==> src/hdl/klt_pkg.sv <==
// Shared types and constants of the keyed list table.
// Holds the status and operation codes and the control/status bundles
// that join the controller and the datapath. No dependencies.
package klt_pkg;

    // Operation codes carried on the input tuser.
    localparam logic [1:0] OP_SEARCH = 2'd0;
    localparam logic [1:0] OP_INSERT = 2'd1;
    localparam logic [1:0] OP_REMOVE = 2'd2;

    // Result status codes.
    typedef enum logic [2:0] {
        ST_OK        = 3'd0,
        ST_NOT_FOUND = 3'd1,
        ST_FULL      = 3'd2,
        ST_DUPLICATE = 3'd3,
        ST_EMPTY     = 3'd4
    } status_t;

    // Source of the reported position.
    typedef enum logic [1:0] {
        POS_ZERO = 2'd0,
        POS_HIT  = 2'd1,
        POS_MISS = 2'd2
    } pos_sel_t;

    // Commands from the controller to the datapath.
    typedef struct packed {
        logic     load;        // capture the input word, clear the index
        logic     rd_cur;      // read the entry at the index
        logic     rd_next;     // read the entry after the index
        logic     idx_inc;     // step the index
        logic     wr_shift;    // write the read entry at the index, step it
        logic     append;      // write the input entry at the end
        logic     dec_count;   // one entry fewer
        logic     set_result;  // capture the pending result
        status_t  res_code;
        pos_sel_t pos_sel;
        logic     out_load;    // move the pending result to the output
    } klt_cmd_t;

    // Status from the datapath to the controller.
    typedef struct packed {
        logic [1:0] op;
        logic       count_zero;
        logic       count_full;
        logic       hit;         // read key equals the requested key
        logic       last;        // index is the last held entry
        logic       shift_last;  // entry after the index is the last one
        logic       out_free;    // output register can take a word
    } klt_stat_t;

endpackage

==> src/hdl/keyed_list_table_unit.sv <==
// Keyed list table: search, insert and remove on up to CAPACITY key/value
// entries kept in insertion order. Built from klt_ctrl and klt_datapath.
//
// Usage: one request word enters on the s_ channel; op travels on s_tuser
// (0 search, 1 insert, 2 remove), key and value on s_tdata. Each request
// gives exactly one result word on the m_ channel: status, position and
// the number of entries held afterwards.
// Sequence: one request is worked at a time. The scan reads and compares the
// entries one by one, each read then compared, through a single memory read
// port; a remove that hits before the last entry then moves each later entry
// down one place, each read then written. The result word shows in the same
// cycle in which the next request can be taken.
// An empty table or an unused op code skips the scan and goes from dispatch
// straight to the result.
// Reset empties the table; entry contents are not cleared.
// A result waits in the output register while m_tready is low; the next
// request is taken meanwhile and held at its result until the register
// frees up.
module keyed_list_table_unit
    import klt_pkg::*;
#(
    parameter int CAPACITY = 16
)
(
    input  logic        clk,
    input  logic        rst_n,
    input  logic        s_tvalid,
    output logic        s_tready,
    input  logic [63:0] s_tdata,   // key[31:0], entry_value[63:32]
    input  logic [1:0]  s_tuser,   // op[1:0]
    output logic        m_tvalid,
    input  logic        m_tready,
    output logic [15:0] m_tdata    // status[2:0], position[7:3], entry_count[12:8]
);

    klt_cmd_t   cmd;
    klt_stat_t  stat;
    logic       ctrl_ready;
    logic [2:0] out_status;
    logic [4:0] out_position;
    logic [4:0] out_count;

    // Sequencer.
    klt_ctrl u_ctrl (
        .clk      (clk),
        .rst_n    (rst_n),
        .in_valid (s_tvalid),
        .stat     (stat),
        .cmd      (cmd),
        .in_ready (ctrl_ready)
    );

    // Storage, compare and result registers.
    klt_datapath #(
        .CAPACITY (CAPACITY)
    ) u_datapath (
        .clk          (clk),
        .rst_n        (rst_n),
        .in_op        (s_tuser),
        .in_key       (s_tdata[31:0]),
        .in_value     (s_tdata[63:32]),
        .cmd          (cmd),
        .stat         (stat),
        .out_valid    (m_tvalid),
        .out_ready    (m_tready),
        .out_status   (out_status),
        .out_position (out_position),
        .out_count    (out_count)
    );

    assign s_tready = ctrl_ready;
    assign m_tdata  = {3'b000, out_count, out_position, out_status};

`ifndef NO_ASSERTIONS
    // Only one request is in work at a time.
    a_one_at_a_time: assert property (@(posedge clk) disable iff (!rst_n)
        (s_tvalid && s_tready) |=> !s_tready)
        else $error("request taken while another is in work");

    // Status codes stay within the defined set.
    a_status_range: assert property (@(posedge clk) disable iff (!rst_n)
        m_tvalid |-> (m_tdata[2:0] <= ST_EMPTY))
        else $error("undefined status code");

    // A full, duplicate or empty result reports no position.
    a_pos_only_search: assert property (@(posedge clk) disable iff (!rst_n)
        (m_tvalid && (m_tdata[2:0] == ST_FULL || m_tdata[2:0] == ST_DUPLICATE
            || m_tdata[2:0] == ST_EMPTY)) |-> (m_tdata[7:3] == 5'd0))
        else $error("position reported for a failed insert or remove");
`endif

endmodule

==> src/hdl/klt_ctrl.sv <==
// Controller state machine of the keyed list table.
// Sequences scan, append and shift steps of the datapath; uses klt_pkg.
module klt_ctrl
    import klt_pkg::*;
(
    input  logic      clk,
    input  logic      rst_n,
    input  logic      in_valid,
    input  klt_stat_t stat,
    output klt_cmd_t  cmd,
    output logic      in_ready
);

    typedef enum logic [6:0] {
        S_IDLE     = 7'b0000001,
        S_DISPATCH = 7'b0000010,
        S_SCAN_RD  = 7'b0000100,
        S_SCAN_CMP = 7'b0001000,
        S_SHIFT_RD = 7'b0010000,
        S_SHIFT_WR = 7'b0100000,
        S_RESULT   = 7'b1000000
    } state_t;

    state_t state_reg;
    state_t state_next;

    // State register.
    always_ff @(posedge clk or negedge rst_n)
    begin
        if (!rst_n)
        begin
            state_reg <= S_IDLE;
        end
        else
        begin
            state_reg <= state_next;
        end
    end

    assign in_ready = (state_reg == S_IDLE);

    // Next state and commands.
    always_comb
    begin
        state_next = state_reg;
        cmd        = '0;
        unique case (state_reg)
            S_IDLE:
            begin
                // Wait here until a request word is offered.
                if (in_valid)
                begin
                    cmd.load = 1'b1;
                    state_next = S_DISPATCH;
                end
            end
            S_DISPATCH:
            begin
                state_next = S_RESULT;
                cmd.set_result = 1'b1;
                cmd.res_code = ST_OK;
                cmd.pos_sel = POS_ZERO;
                unique case (stat.op)
                    OP_SEARCH:
                    begin
                        if (stat.count_zero)
                        begin
                            cmd.res_code = ST_NOT_FOUND;
                            cmd.pos_sel = POS_MISS;
                        end
                        else
                        begin
                            cmd.set_result = 1'b0;
                            state_next = S_SCAN_RD;
                        end
                    end
                    OP_INSERT:
                    begin
                        if (stat.count_zero)
                        begin
                            cmd.append = 1'b1;
                        end
                        else
                        begin
                            cmd.set_result = 1'b0;
                            state_next = S_SCAN_RD;
                        end
                    end
                    OP_REMOVE:
                    begin
                        if (stat.count_zero)
                        begin
                            cmd.res_code = ST_EMPTY;
                        end
                        else
                        begin
                            cmd.set_result = 1'b0;
                            state_next = S_SCAN_RD;
                        end
                    end
                    default:
                    begin
                        // Unused code: no change, plain ok result.
                        cmd.res_code = ST_OK;
                    end
                endcase
            end
            S_SCAN_RD:
            begin
                cmd.rd_cur = 1'b1;
                state_next = S_SCAN_CMP;
            end
            S_SCAN_CMP:
            begin
                cmd.set_result = 1'b1;
                cmd.res_code = ST_OK;
                cmd.pos_sel = POS_ZERO;
                state_next = S_RESULT;
                if (stat.hit)
                begin
                    unique case (stat.op)
                        OP_SEARCH: cmd.pos_sel = POS_HIT;
                        OP_INSERT: cmd.res_code = ST_DUPLICATE;
                        OP_REMOVE:
                        begin
                            if (stat.last)
                            begin
                                cmd.dec_count = 1'b1;
                            end
                            else
                            begin
                                cmd.set_result = 1'b0;
                                state_next = S_SHIFT_RD;
                            end
                        end
                        default: cmd.res_code = ST_OK;
                    endcase
                end
                else if (stat.last)
                begin
                    unique case (stat.op)
                        OP_SEARCH:
                        begin
                            cmd.res_code = ST_NOT_FOUND;
                            cmd.pos_sel = POS_MISS;
                        end
                        OP_INSERT:
                        begin
                            if (stat.count_full)
                            begin
                                cmd.res_code = ST_FULL;
                            end
                            else
                            begin
                                cmd.append = 1'b1;
                            end
                        end
                        OP_REMOVE: cmd.res_code = ST_NOT_FOUND;
                        default:   cmd.res_code = ST_OK;
                    endcase
                end
                else
                begin
                    cmd.set_result = 1'b0;
                    cmd.idx_inc = 1'b1;
                    state_next = S_SCAN_RD;
                end
            end
            S_SHIFT_RD:
            begin
                cmd.rd_next = 1'b1;
                state_next = S_SHIFT_WR;
            end
            S_SHIFT_WR:
            begin
                cmd.wr_shift = 1'b1;
                if (stat.shift_last)
                begin
                    cmd.dec_count = 1'b1;
                    cmd.set_result = 1'b1;
                    cmd.res_code = ST_OK;
                    cmd.pos_sel = POS_ZERO;
                    state_next = S_RESULT;
                end
                else
                begin
                    state_next = S_SHIFT_RD;
                end
            end
            S_RESULT:
            begin
                if (stat.out_free)
                begin
                    cmd.out_load = 1'b1;
                    state_next = S_IDLE;
                end
            end
            default:
            begin
                state_next = S_IDLE;
            end
        endcase
    end

endmodule

==> src/hdl/klt_datapath.sv <==
// Datapath of the keyed list table: entry memories, index and count,
// key compare, pending result and output register. Uses klt_pkg.
module klt_datapath
    import klt_pkg::*;
#(
    parameter int CAPACITY = 16
)
(
    input  logic            clk,
    input  logic            rst_n,
    input  logic [1:0]      in_op,
    input  logic [31:0]     in_key,
    input  logic [31:0]     in_value,
    input  klt_cmd_t        cmd,
    output klt_stat_t       stat,
    output logic            out_valid,
    input  logic            out_ready,
    output logic [2:0]      out_status,
    output logic [4:0]      out_position,
    output logic [4:0]      out_count
);

    localparam int IW = (CAPACITY > 1) ? $clog2(CAPACITY) : 1;
    localparam int CW = $clog2(CAPACITY + 1);
    localparam int PW = $clog2(CAPACITY + 2);

    logic [31:0]   key_mem [CAPACITY];
    logic [31:0]   val_mem [CAPACITY];

    logic [1:0]    op_reg;
    logic [31:0]   key_reg;
    logic [31:0]   val_reg;
    logic [31:0]   rd_key_reg;
    logic [31:0]   rd_val_reg;
    logic [CW-1:0] idx_reg;
    logic [CW-1:0] count_reg;
    status_t       res_status_reg;
    logic [PW-1:0] res_pos_reg;
    logic          out_valid_reg;
    logic [2:0]    out_status_reg;
    logic [PW-1:0] out_pos_reg;
    logic [CW-1:0] out_count_reg;

    logic [IW-1:0] rd_addr;
    logic [IW-1:0] wr_addr;
    logic [31:0]   wr_key;
    logic [31:0]   wr_val;
    logic          wr_en;
    logic [CW:0]   idx_plus1;
    logic [CW:0]   idx_plus2;
    logic [PW-1:0] pos_value;

    // Input word capture.
    always_ff @(posedge clk)
    begin
        if (cmd.load)
        begin
            op_reg  <= in_op;
            key_reg <= in_key;
            val_reg <= in_value;
        end
    end

    // Memory addressing: scan reads at the index, shift reads one above.
    assign rd_addr = cmd.rd_next ? IW'(idx_reg + CW'(1)) : idx_reg[IW-1:0];
    assign wr_en   = cmd.append | cmd.wr_shift;
    assign wr_addr = cmd.append ? count_reg[IW-1:0] : idx_reg[IW-1:0];
    assign wr_key  = cmd.append ? key_reg : rd_key_reg;
    assign wr_val  = cmd.append ? val_reg : rd_val_reg;

    // Entry memories with registered read data.
    always_ff @(posedge clk)
    begin
        if (wr_en)
        begin
            key_mem[wr_addr] <= wr_key;
            val_mem[wr_addr] <= wr_val;
        end
        if (cmd.rd_cur || cmd.rd_next)
        begin
            rd_key_reg <= key_mem[rd_addr];
            rd_val_reg <= val_mem[rd_addr];
        end
    end

    // Index and entry count.
    always_ff @(posedge clk or negedge rst_n)
    begin
        if (!rst_n)
        begin
            idx_reg   <= '0;
            count_reg <= '0;
        end
        else
        begin
            if (cmd.load)
            begin
                idx_reg <= '0;
            end
            else if (cmd.idx_inc || cmd.wr_shift)
            begin
                idx_reg <= idx_reg + CW'(1);
            end
            if (cmd.append)
            begin
                count_reg <= count_reg + CW'(1);
            end
            else if (cmd.dec_count)
            begin
                count_reg <= count_reg - CW'(1);
            end
        end
    end

    // Status toward the controller.
    assign idx_plus1 = {1'b0, idx_reg} + (CW+1)'(1);
    assign idx_plus2 = {1'b0, idx_reg} + (CW+1)'(2);

    always_comb
    begin
        stat.op         = op_reg;
        stat.count_zero = (count_reg == '0);
        stat.count_full = (count_reg == CW'(CAPACITY));
        stat.hit        = (rd_key_reg == key_reg);
        stat.last       = (idx_plus1 == {1'b0, count_reg});
        stat.shift_last = (idx_plus2 == {1'b0, count_reg});
        stat.out_free   = !out_valid_reg || out_ready;
    end

    // Position for the pending result.
    always_comb
    begin
        unique case (cmd.pos_sel)
            POS_HIT:  pos_value = PW'(idx_plus1);
            POS_MISS: pos_value = PW'(CAPACITY + 1);
            default:  pos_value = '0;
        endcase
    end

    always_ff @(posedge clk)
    begin
        if (cmd.set_result)
        begin
            res_status_reg <= cmd.res_code;
            res_pos_reg    <= pos_value;
        end
    end

    // Output register.
    always_ff @(posedge clk or negedge rst_n)
    begin
        if (!rst_n)
        begin
            out_valid_reg <= 1'b0;
        end
        else if (cmd.out_load)
        begin
            out_valid_reg <= 1'b1;
        end
        else if (out_ready)
        begin
            out_valid_reg <= 1'b0;
        end
    end

    always_ff @(posedge clk)
    begin
        if (cmd.out_load)
        begin
            out_status_reg <= res_status_reg;
            out_pos_reg    <= res_pos_reg;
            out_count_reg  <= count_reg;
        end
    end

    assign out_valid    = out_valid_reg;
    assign out_status   = out_status_reg;
    assign out_position = 5'(out_pos_reg);
    assign out_count    = 5'(out_count_reg);

endmodule

==> config.mk <==
export PLATFORM = sky130hd
export DESIGN_NAME = keyed_list_table_unit
export DESIGN_NICKNAME = d
export VERILOG_FILES = /design/src/hdl/klt_pkg.sv /design/src/hdl/keyed_list_table_unit.sv /design/src/hdl/klt_ctrl.sv /design/src/hdl/klt_datapath.sv
export SDC_FILE = /design/constraint.sdc
export NUM_CORES = 1
export LEC_CHECK = 0
export BUFFER_PORTS_ARGS = -buffer_cell sky130_fd_sc_hd__buf_2
export CAP_MARGIN = 30
export CORE_UTILIZATION = 56
export CTS_CLUSTER_SIZE = 8
export DETAILED_ROUTE_END_ITERATION = 8
export PLACE_DENSITY = 0.73
export SETUP_SLACK_MARGIN = 0.1
export SLEW_MARGIN = 30
export SYNTH_ARGS = -nofsm -noshare
export SYNTH_HDL_FRONTEND = slang
export SYNTH_HIERARCHICAL = 1
export SYNTH_SLANG_ARGS = --single-unit
==> constraint.sdc <==
create_clock -name clk -period 5.93 [get_ports clk]
set_clock_uncertainty 0.15 [all_clocks]
set_input_delay 0.2965 -clock clk [delete_from_list [all_inputs] [get_ports clk]]
set_output_delay 0.2965 -clock clk [all_outputs]
set_load 0.01 [all_outputs]
; Yosys cells after proc, flatten, opt, wreduce, memory -nomap -nowiden
; Memories as Yosys holds them, arrays and structs flattened. A register that Yosys moved wholly into a read port is not among the register bits.
; Cells that the tools add are included.
[word_totals]
regBits = 73
latch_bits = 0
ram_bits = 512
romBits = 0
out_inout_bits = 18
mem_count = 1
[op_classes]
add_sub_neg = 5
multipliers = 0
div_mod_pow = 0
order_cmp = 0
n_eq_ne = 17
shift = 0
muxes = 57
bitwise = 1
reduce_logical = 12
[mem_list]
columns = memory, words, width, read_ports, rd_clocked_by_memory_dff, wr, line
row1 = u_datapath.key_mem, 16, 32, 1, 1, 1, klt_datapath.sv:27  ; logic [31:0] key_mem [CAPACITY];
[op_table]
columns = cell, n
row1 = two-way mux 7 bit, 10
row2 = one-hot mux 7 bit (7 select lines), 1
row3 = equality test 32 bit, 1
row4 = two-way mux 32 bit, 1
row5 = two-way mux 5 bit, 5
row6 = two-way mux 1 bit, 24
row7 = one-hot mux 6 bit (3 select lines), 1
row8 = equality test 6 x 5 -> 1 bit, 2
row9 = one-hot mux 3 bit (2 select lines), 2
row10 = adder 5 x 1 -> 5 bit (second input constant), 2
row11 = two-way mux 2 bit, 5
row12 = one-hot mux 5 bit (2 select lines), 1
row13 = two-way mux 4 bit, 2
row14 = equality test 7 x 1 -> 1 bit (second input constant), 1
row15 = equality test 7 x 2 -> 1 bit (second input constant), 1
row16 = equality test 7 x 3 -> 1 bit (second input constant), 1
row17 = equality test 7 x 4 -> 1 bit (second input constant), 1
row18 = equality test 7 x 5 -> 1 bit (second input constant), 1
row19 = equality test 7 x 6 -> 1 bit (second input constant), 1
row20 = equality test 7 bit (second input constant), 1
row21 = adder 5 x 1 -> 6 bit (second input constant), 1
row22 = adder 5 x 2 -> 6 bit (second input constant), 1
row23 = two-way mux 3 bit, 2
row24 = two-way mux 6 bit, 1
row25 = other kinds (15), 23

; Depth between registers and ports, before layout
[depth]
depth_word = 9
mapped_depth = 17
mapped_depth_nobuf = 16

; By module
; Netlist, hierarchy kept.
[by_module_without_submodules]
columns = module, n_inst, cells_per_inst, area_each_um2
row1 = klt_datapath, 1, 1443, 26670.6
row2 = klt_ctrl, 1, 64, 560.5
row3 = keyed_list_table_unit, 1, 4, 26.3

; Worst setup path before layout
; OpenSTA, ideal clock, no wires.
[synth_path]
path_type = register to register
start = register u_datapath.idx_reg[1]
end = memory u_datapath.key_mem[1][0], enable pin
setup_ns = 0.421
t_arrival_ns = 4.968
required_ns = 5.359
setup_slack_ns = 0.391
stages_incl_launch_ff = 15
cell_sequence = dfrtp_1 -> ha_1 -> buf_2 -> buf_4 -> buf_2 -> xor2_1 -> nor4_1 -> inv_1 -> or4_1 -> a21oi_1 -> clkbuf_1 -> buf_1 -> nand2_1 -> o32a_1 -> nor2_1
[synth_lines]
columns = element, line
row1 = from (decl), klt_datapath.sv:35  ; logic [CW-1:0] idx_reg;
row2 = from (signal assigned), klt_datapath.sv:102  ; idx_reg <= idx_reg + CW'(1);
row3 = to (decl), klt_datapath.sv:27

==> Flow_metrics.wiki <==
{| class="wikitable"
! Metric !! Value
|-
| Leakage component of the power || 9.85 nW
|-
| Highest metal layer with signal wires || met4
|-
| Area Growth Syn to Fin || 14.0%
|-
| Synth async-reset ratio || under 10%
|-
| H-tree depth reported by CTS || 3
|-
| Relative slew slack || 32.4%
|-
| Final Critical Period || 5.34 ns
|-
| Critical path start-end classification || reg2reg
|-
| Final Slew Violations || 0
|-
| Total congestion overflow || 0
|-
| Share of layout cells above drive strength 1 || between 20 and 25%
|-
| Final setup margin || between 0.5 and 0.6 ns
|-
| Number of max-cap violations || 0
|-
| Number of flip-flops under the largest register name || 512
|-
| Average wire per standard cell || 26.8 um
|-
| Initial standard-cell utilization of the core || 57.0%
|-
| Wire length of the first global-routing pass || roughly 90 mm
|-
| Synthesized instance count || between 1500 and 2000
|-
| Detailed route wirelength on metal3 || around 4.6 mm
|-
| Required @ worst endpoint || 6.12 ns
|-
| Critical-path cell list || ha_4, nor3b_1, nor3_1, a211oi_1, a21oi_1, nor4_1, buf_4, inv_1, or4_1, a21oi_4, buf_4, inv_1, a31oi_1, nor2_4, buf_12
|-
| Floorplan die height || 223 um
|-
| Clock sink total || about 600
|-
| Fraction of the yosys area taken by sequential cells || about two thirds
|-
| Num ports || 88
|-
| Total DRC errors in the routed layout || 0
|-
| Deepest clock path buffer count || 3
|-
| DPL Wire Length || 33.2 mm
|-
| Total power per unit cell area || roughly 330 nW/um2
|-
| Number of synthesized register bits || 617
|-
| Clock network latency to the later pin of the worst-skew pair || a little over 0.6 ns
|-
| First-pass DRT Iterations || 5
|-
| Top FF cell, synth || sky130_fd_sc_hd__edfxtp_1
|-
| Endpoint kind of the worst setup timing path || register
|-
| Cell with the largest stage delay on the worst path || sky130_fd_sc_hd__a31oi_1
|-
| Cts-stage hold buffer count || 37
|-
| Post-Route Setup TNS || 0 ns
|-
| Area of the placeable core || about 48000 um2
|-
| Buffers inserted by post-CTS timing repair || 0
|-
| Post-synthesis average cell area || 18.0 um2
|-
| Critical-path maximum fanout || 22
|-
| Post-route ant nets || 0
|-
| Final Core Density || approximately two thirds
|-
| DR vias/cell || 6.46
|-
| R2R Setup Slk || approximately 0.59 ns
|-
| Site row count || 80
|-
| Peak Freq || around 0.19 GHz
|-
| Worst supply voltage drop on vdd || between 300 and 400 uV
|-
| Startpoint types || register
|-
| Capturing point of the worst reg2reg path || u_datapath/key_mem[3][28]$_DFFE_PP_
|-
| Top cell types by occurrence after synthesis || 599 x sky130_fd_sc_hd__edfxtp_1, 257 x sky130_fd_sc_hd__mux2i_1, 97 x sky130_fd_sc_hd__mux4_2
|-
| Biggest area consumer among synthesized cells || sky130_fd_sc_hd__edfxtp_1
|-
| Vias || ~15000
|-
| Transition at the pin with the smallest max-transition slack || a little over 1 ns
|-
| Post-route cell area || 31100 um2
|-
| EDFF count, synth || 599
|-
| Beginning of the worst register-to-register path || u_datapath/idx_reg[0]$_DFFE_PN0P_
|-
| Yosys warnings || 6
|-
| Data arrival, critical path || 5.54 ns
|-
| Outcome || finished clean
|-
| Total placed instance area || 28400 um2
|-
| GRT Total Usage || about 25%
|-
| Final setup fails || 0
|-
| Via count of the first global-routing pass || between 15000 and 20000
|-
| Area of the die || about 50000 um2
|-
| Total CTS buffers || 87
|-
| Die outline width || between 200 and 250 um
|-
| Count of buffers inserted at the top-level ports || 52
|-
| Initial antenna violation count || 0
|-
| Clock Pin Slew Worst Setup and Hold Paths || 0.05 ns
|-
| Met2 wire len || ~30 mm
|-
| Placement Setup Slack || 0.678 ns
|-
| Last weighted congestion value of the routability-driven placer || 0.834
|-
| Cells taking the most area after synthesis || sky130_fd_sc_hd__edfxtp_1 66%, sky130_fd_sc_hd__mux2i_1 9.4%, sky130_fd_sc_hd__mux4_2 8.0%, sky130_fd_sc_hd__mux4_1 1.9%, sky130_fd_sc_hd__dfrtp_1 1.6%
|-
| Total number of nets in the final design || 1723
|-
| Count of final hold-check violations || 0
|-
| Number of instances resized during post-cts repair || 0
|-
| Root buf cell || sky130_fd_sc_hd__clkbuf_16
|-
| Class of the most critical hold timing path || in2async
|-
| Worst reg-to-reg path cell count || 15
|-
| Routed metal-1 wire length || about 25 mm
|-
| Cell with the most instances after synthesis || sky130_fd_sc_hd__edfxtp_1
|-
| Share of the cycle needed by the critical path after routing || between 90 and 100%
|-
| Iteration-0 DRC count of the detailed router || roughly 1400
|-
| Netlist Area Pre-Place || around 27000 um2
|-
| Largest net degree at the start of global routing || approximately 130
|-
| Fraction of synthesized cell area taken by the top area cell type || 66.0%
|-
| Biggest cell delay along the critical path || roughly 0.77 ns
|-
| Clock tree from TritonCTS || yes
|-
| Unrepaired setup endpoints after global routing || false
|-
| Number of antenna cells inserted || 0
|-
| Final WL || between 60 and 70 mm
|-
| Worst hold margin || ~0.0093 ns
|-
| Netlist cell types || 70
|}
worst max path at each step:
stage	end	startpoint	depth (start not counted)	slack, ns
after CTS	u_datapath/key_mem[3][31]$_DFFE_PP_	u_datapath/idx_reg[0]$_DFFE_PN0P_	15	0.65
after floorplan	u_datapath/key_mem[1][0]$_DFFE_PP_	u_datapath/idx_reg[1]$_DFFE_PN0P_	14	0.39
after global placement	u_datapath/key_mem[3][12]$_DFFE_PP_	u_datapath/idx_reg[0]$_DFFE_PN0P_	15	0.73
after detailed placement	u_datapath/key_mem[3][8]$_DFFE_PP_	u_datapath/idx_reg[0]$_DFFE_PN0P_	15	0.68
after global routing	u_datapath/key_mem[3][31]$_DFFE_PP_	u_datapath/idx_reg[0]$_DFFE_PN0P_	15	0.43
final	u_datapath/key_mem[3][28]$_DFFE_PP_	u_datapath/idx_reg[0]$_DFFE_PN0P_	15	0.59
through the flow:
| stage | std cells | power [mW] |
|---|---|---|
| 2_1_floorplan | 1513 | 5.81 |
| 3_3_place_gp | 2134 | 6.09 |
| 3_5_place_dp | 2134 | 6.12 |
| 4_1_cts | 2271 | 10.4 |
| 5_1_grt | 2271 | 10.7 |
| 6_report | 2271 | 10.4 |
worst max-delay path, delay by kind of cell, from the launching register on:
kind            cells  cell delay (ns)
buf+inv             5             0.97
fa+ha+maj           1             0.32
compound gates      4             1.47
flops               1             0.71
simple gates        5             1.42
report_power, final:
part / switching, mW / internal, mW / leakage (nW)
sequential: 0.142 / 4.97 / 5.64
combinational: 0.564 / 0.384 / 3.08
clock: 1.69 / 2.62 / 1.14
routing by layer:
| metal | up-vias | GRT usage [%] |
|---|---|---|
| met5 | - | 0 |
| met4 | 0 | 9.14 |
| met3 | 119 | 5.28 |
| met2 | 632 | 40.7 |
| met1 | 7528 | 34.4 |
| li1 | 6381 | - |
cell usage in the layout, fill, tap and decap left out, types with 6 or more instances in the layout:
| master | netlist | layout |
|---|---|---|
| sky130_fd_sc_hd__edfxtp_1 | 599 | 599 |
| sky130_fd_sc_hd__mux2i_1 | 257 | 257 |
| sky130_fd_sc_hd__mux4_2 | 97 | 97 |
| sky130_fd_sc_hd__clkbuf_16 | 0 | 88 |
| sky130_fd_sc_hd__nand2_1 | 56 | 56 |
| sky130_fd_sc_hd__buf_2 | 33 | 52 |
| sky130_fd_sc_hd__xor2_1 | 42 | 42 |
| sky130_fd_sc_hd__dlygate4sd3_1 | 0 | 37 |
| sky130_fd_sc_hd__o22ai_1 | 34 | 34 |
| sky130_fd_sc_hd__buf_4 | 17 | 34 |
| sky130_fd_sc_hd__mux2_2 | 34 | 34 |
| sky130_fd_sc_hd__nand3_1 | 25 | 25 |
| sky130_fd_sc_hd__nor2_1 | 40 | 23 |
| sky130_fd_sc_hd__a221o_1 | 22 | 22 |
| sky130_fd_sc_hd__mux4_1 | 20 | 20 |
| sky130_fd_sc_hd__nand2b_1 | 18 | 18 |
| sky130_fd_sc_hd__a21oi_1 | 19 | 18 |
| sky130_fd_sc_hd__dfrtp_1 | 17 | 16 |
| sky130_fd_sc_hd__nor2_4 | 0 | 16 |
| sky130_fd_sc_hd__o21ai_0 | 12 | 12 |
| sky130_fd_sc_hd__nor4_1 | 11 | 11 |
| sky130_fd_sc_hd__inv_1 | 10 | 10 |
| sky130_fd_sc_hd__a41o_1 | 10 | 10 |
| sky130_fd_sc_hd__buf_12 | 2 | 9 |
| sky130_fd_sc_hd__xnor2_1 | 7 | 7 |
| sky130_fd_sc_hd__nor3_1 | 6 | 6 |
| sky130_fd_sc_hd__ha_1 | 7 | 6 |
cell type report:
| cell class | instances | area [um2] |
|---|---|---|
| fill | 3196 | 16800 |
| sequential | 617 | 18400 |
| timing repair buffer | 132 | 1070 |
| clock buffer | 93 | 2220 |
| multi-input combinational | 795 | 8440 |
| tap | 615 | 769 |
| inverter | 12 | 46.3 |
| clock inverter | 7 | 100 |
cell families (layout without fill, tap and decap cells):
| family | count (synthesis) | after routing | synth area share (%) |
|---|---|---|---|
| AO/OA/AOI/OAI | 123 | 123 | 3.46 |
| XOR/XNOR | 52 | 52 | 1.84 |
| adder cells (fa/ha/maj) | 8 | 8 | 0.395 |
| buffers and inverters | 101 | 244 | 2.03 |
| flip-flops | 617 | 617 | 67.6 |
| multiplexers | 408 | 408 | 20.8 |
| other | 1 | 3 | 0.0138 |
| AND/OR/NAND/NOR | 201 | 201 | 3.83 |
(Power assumes the default switching activity.)
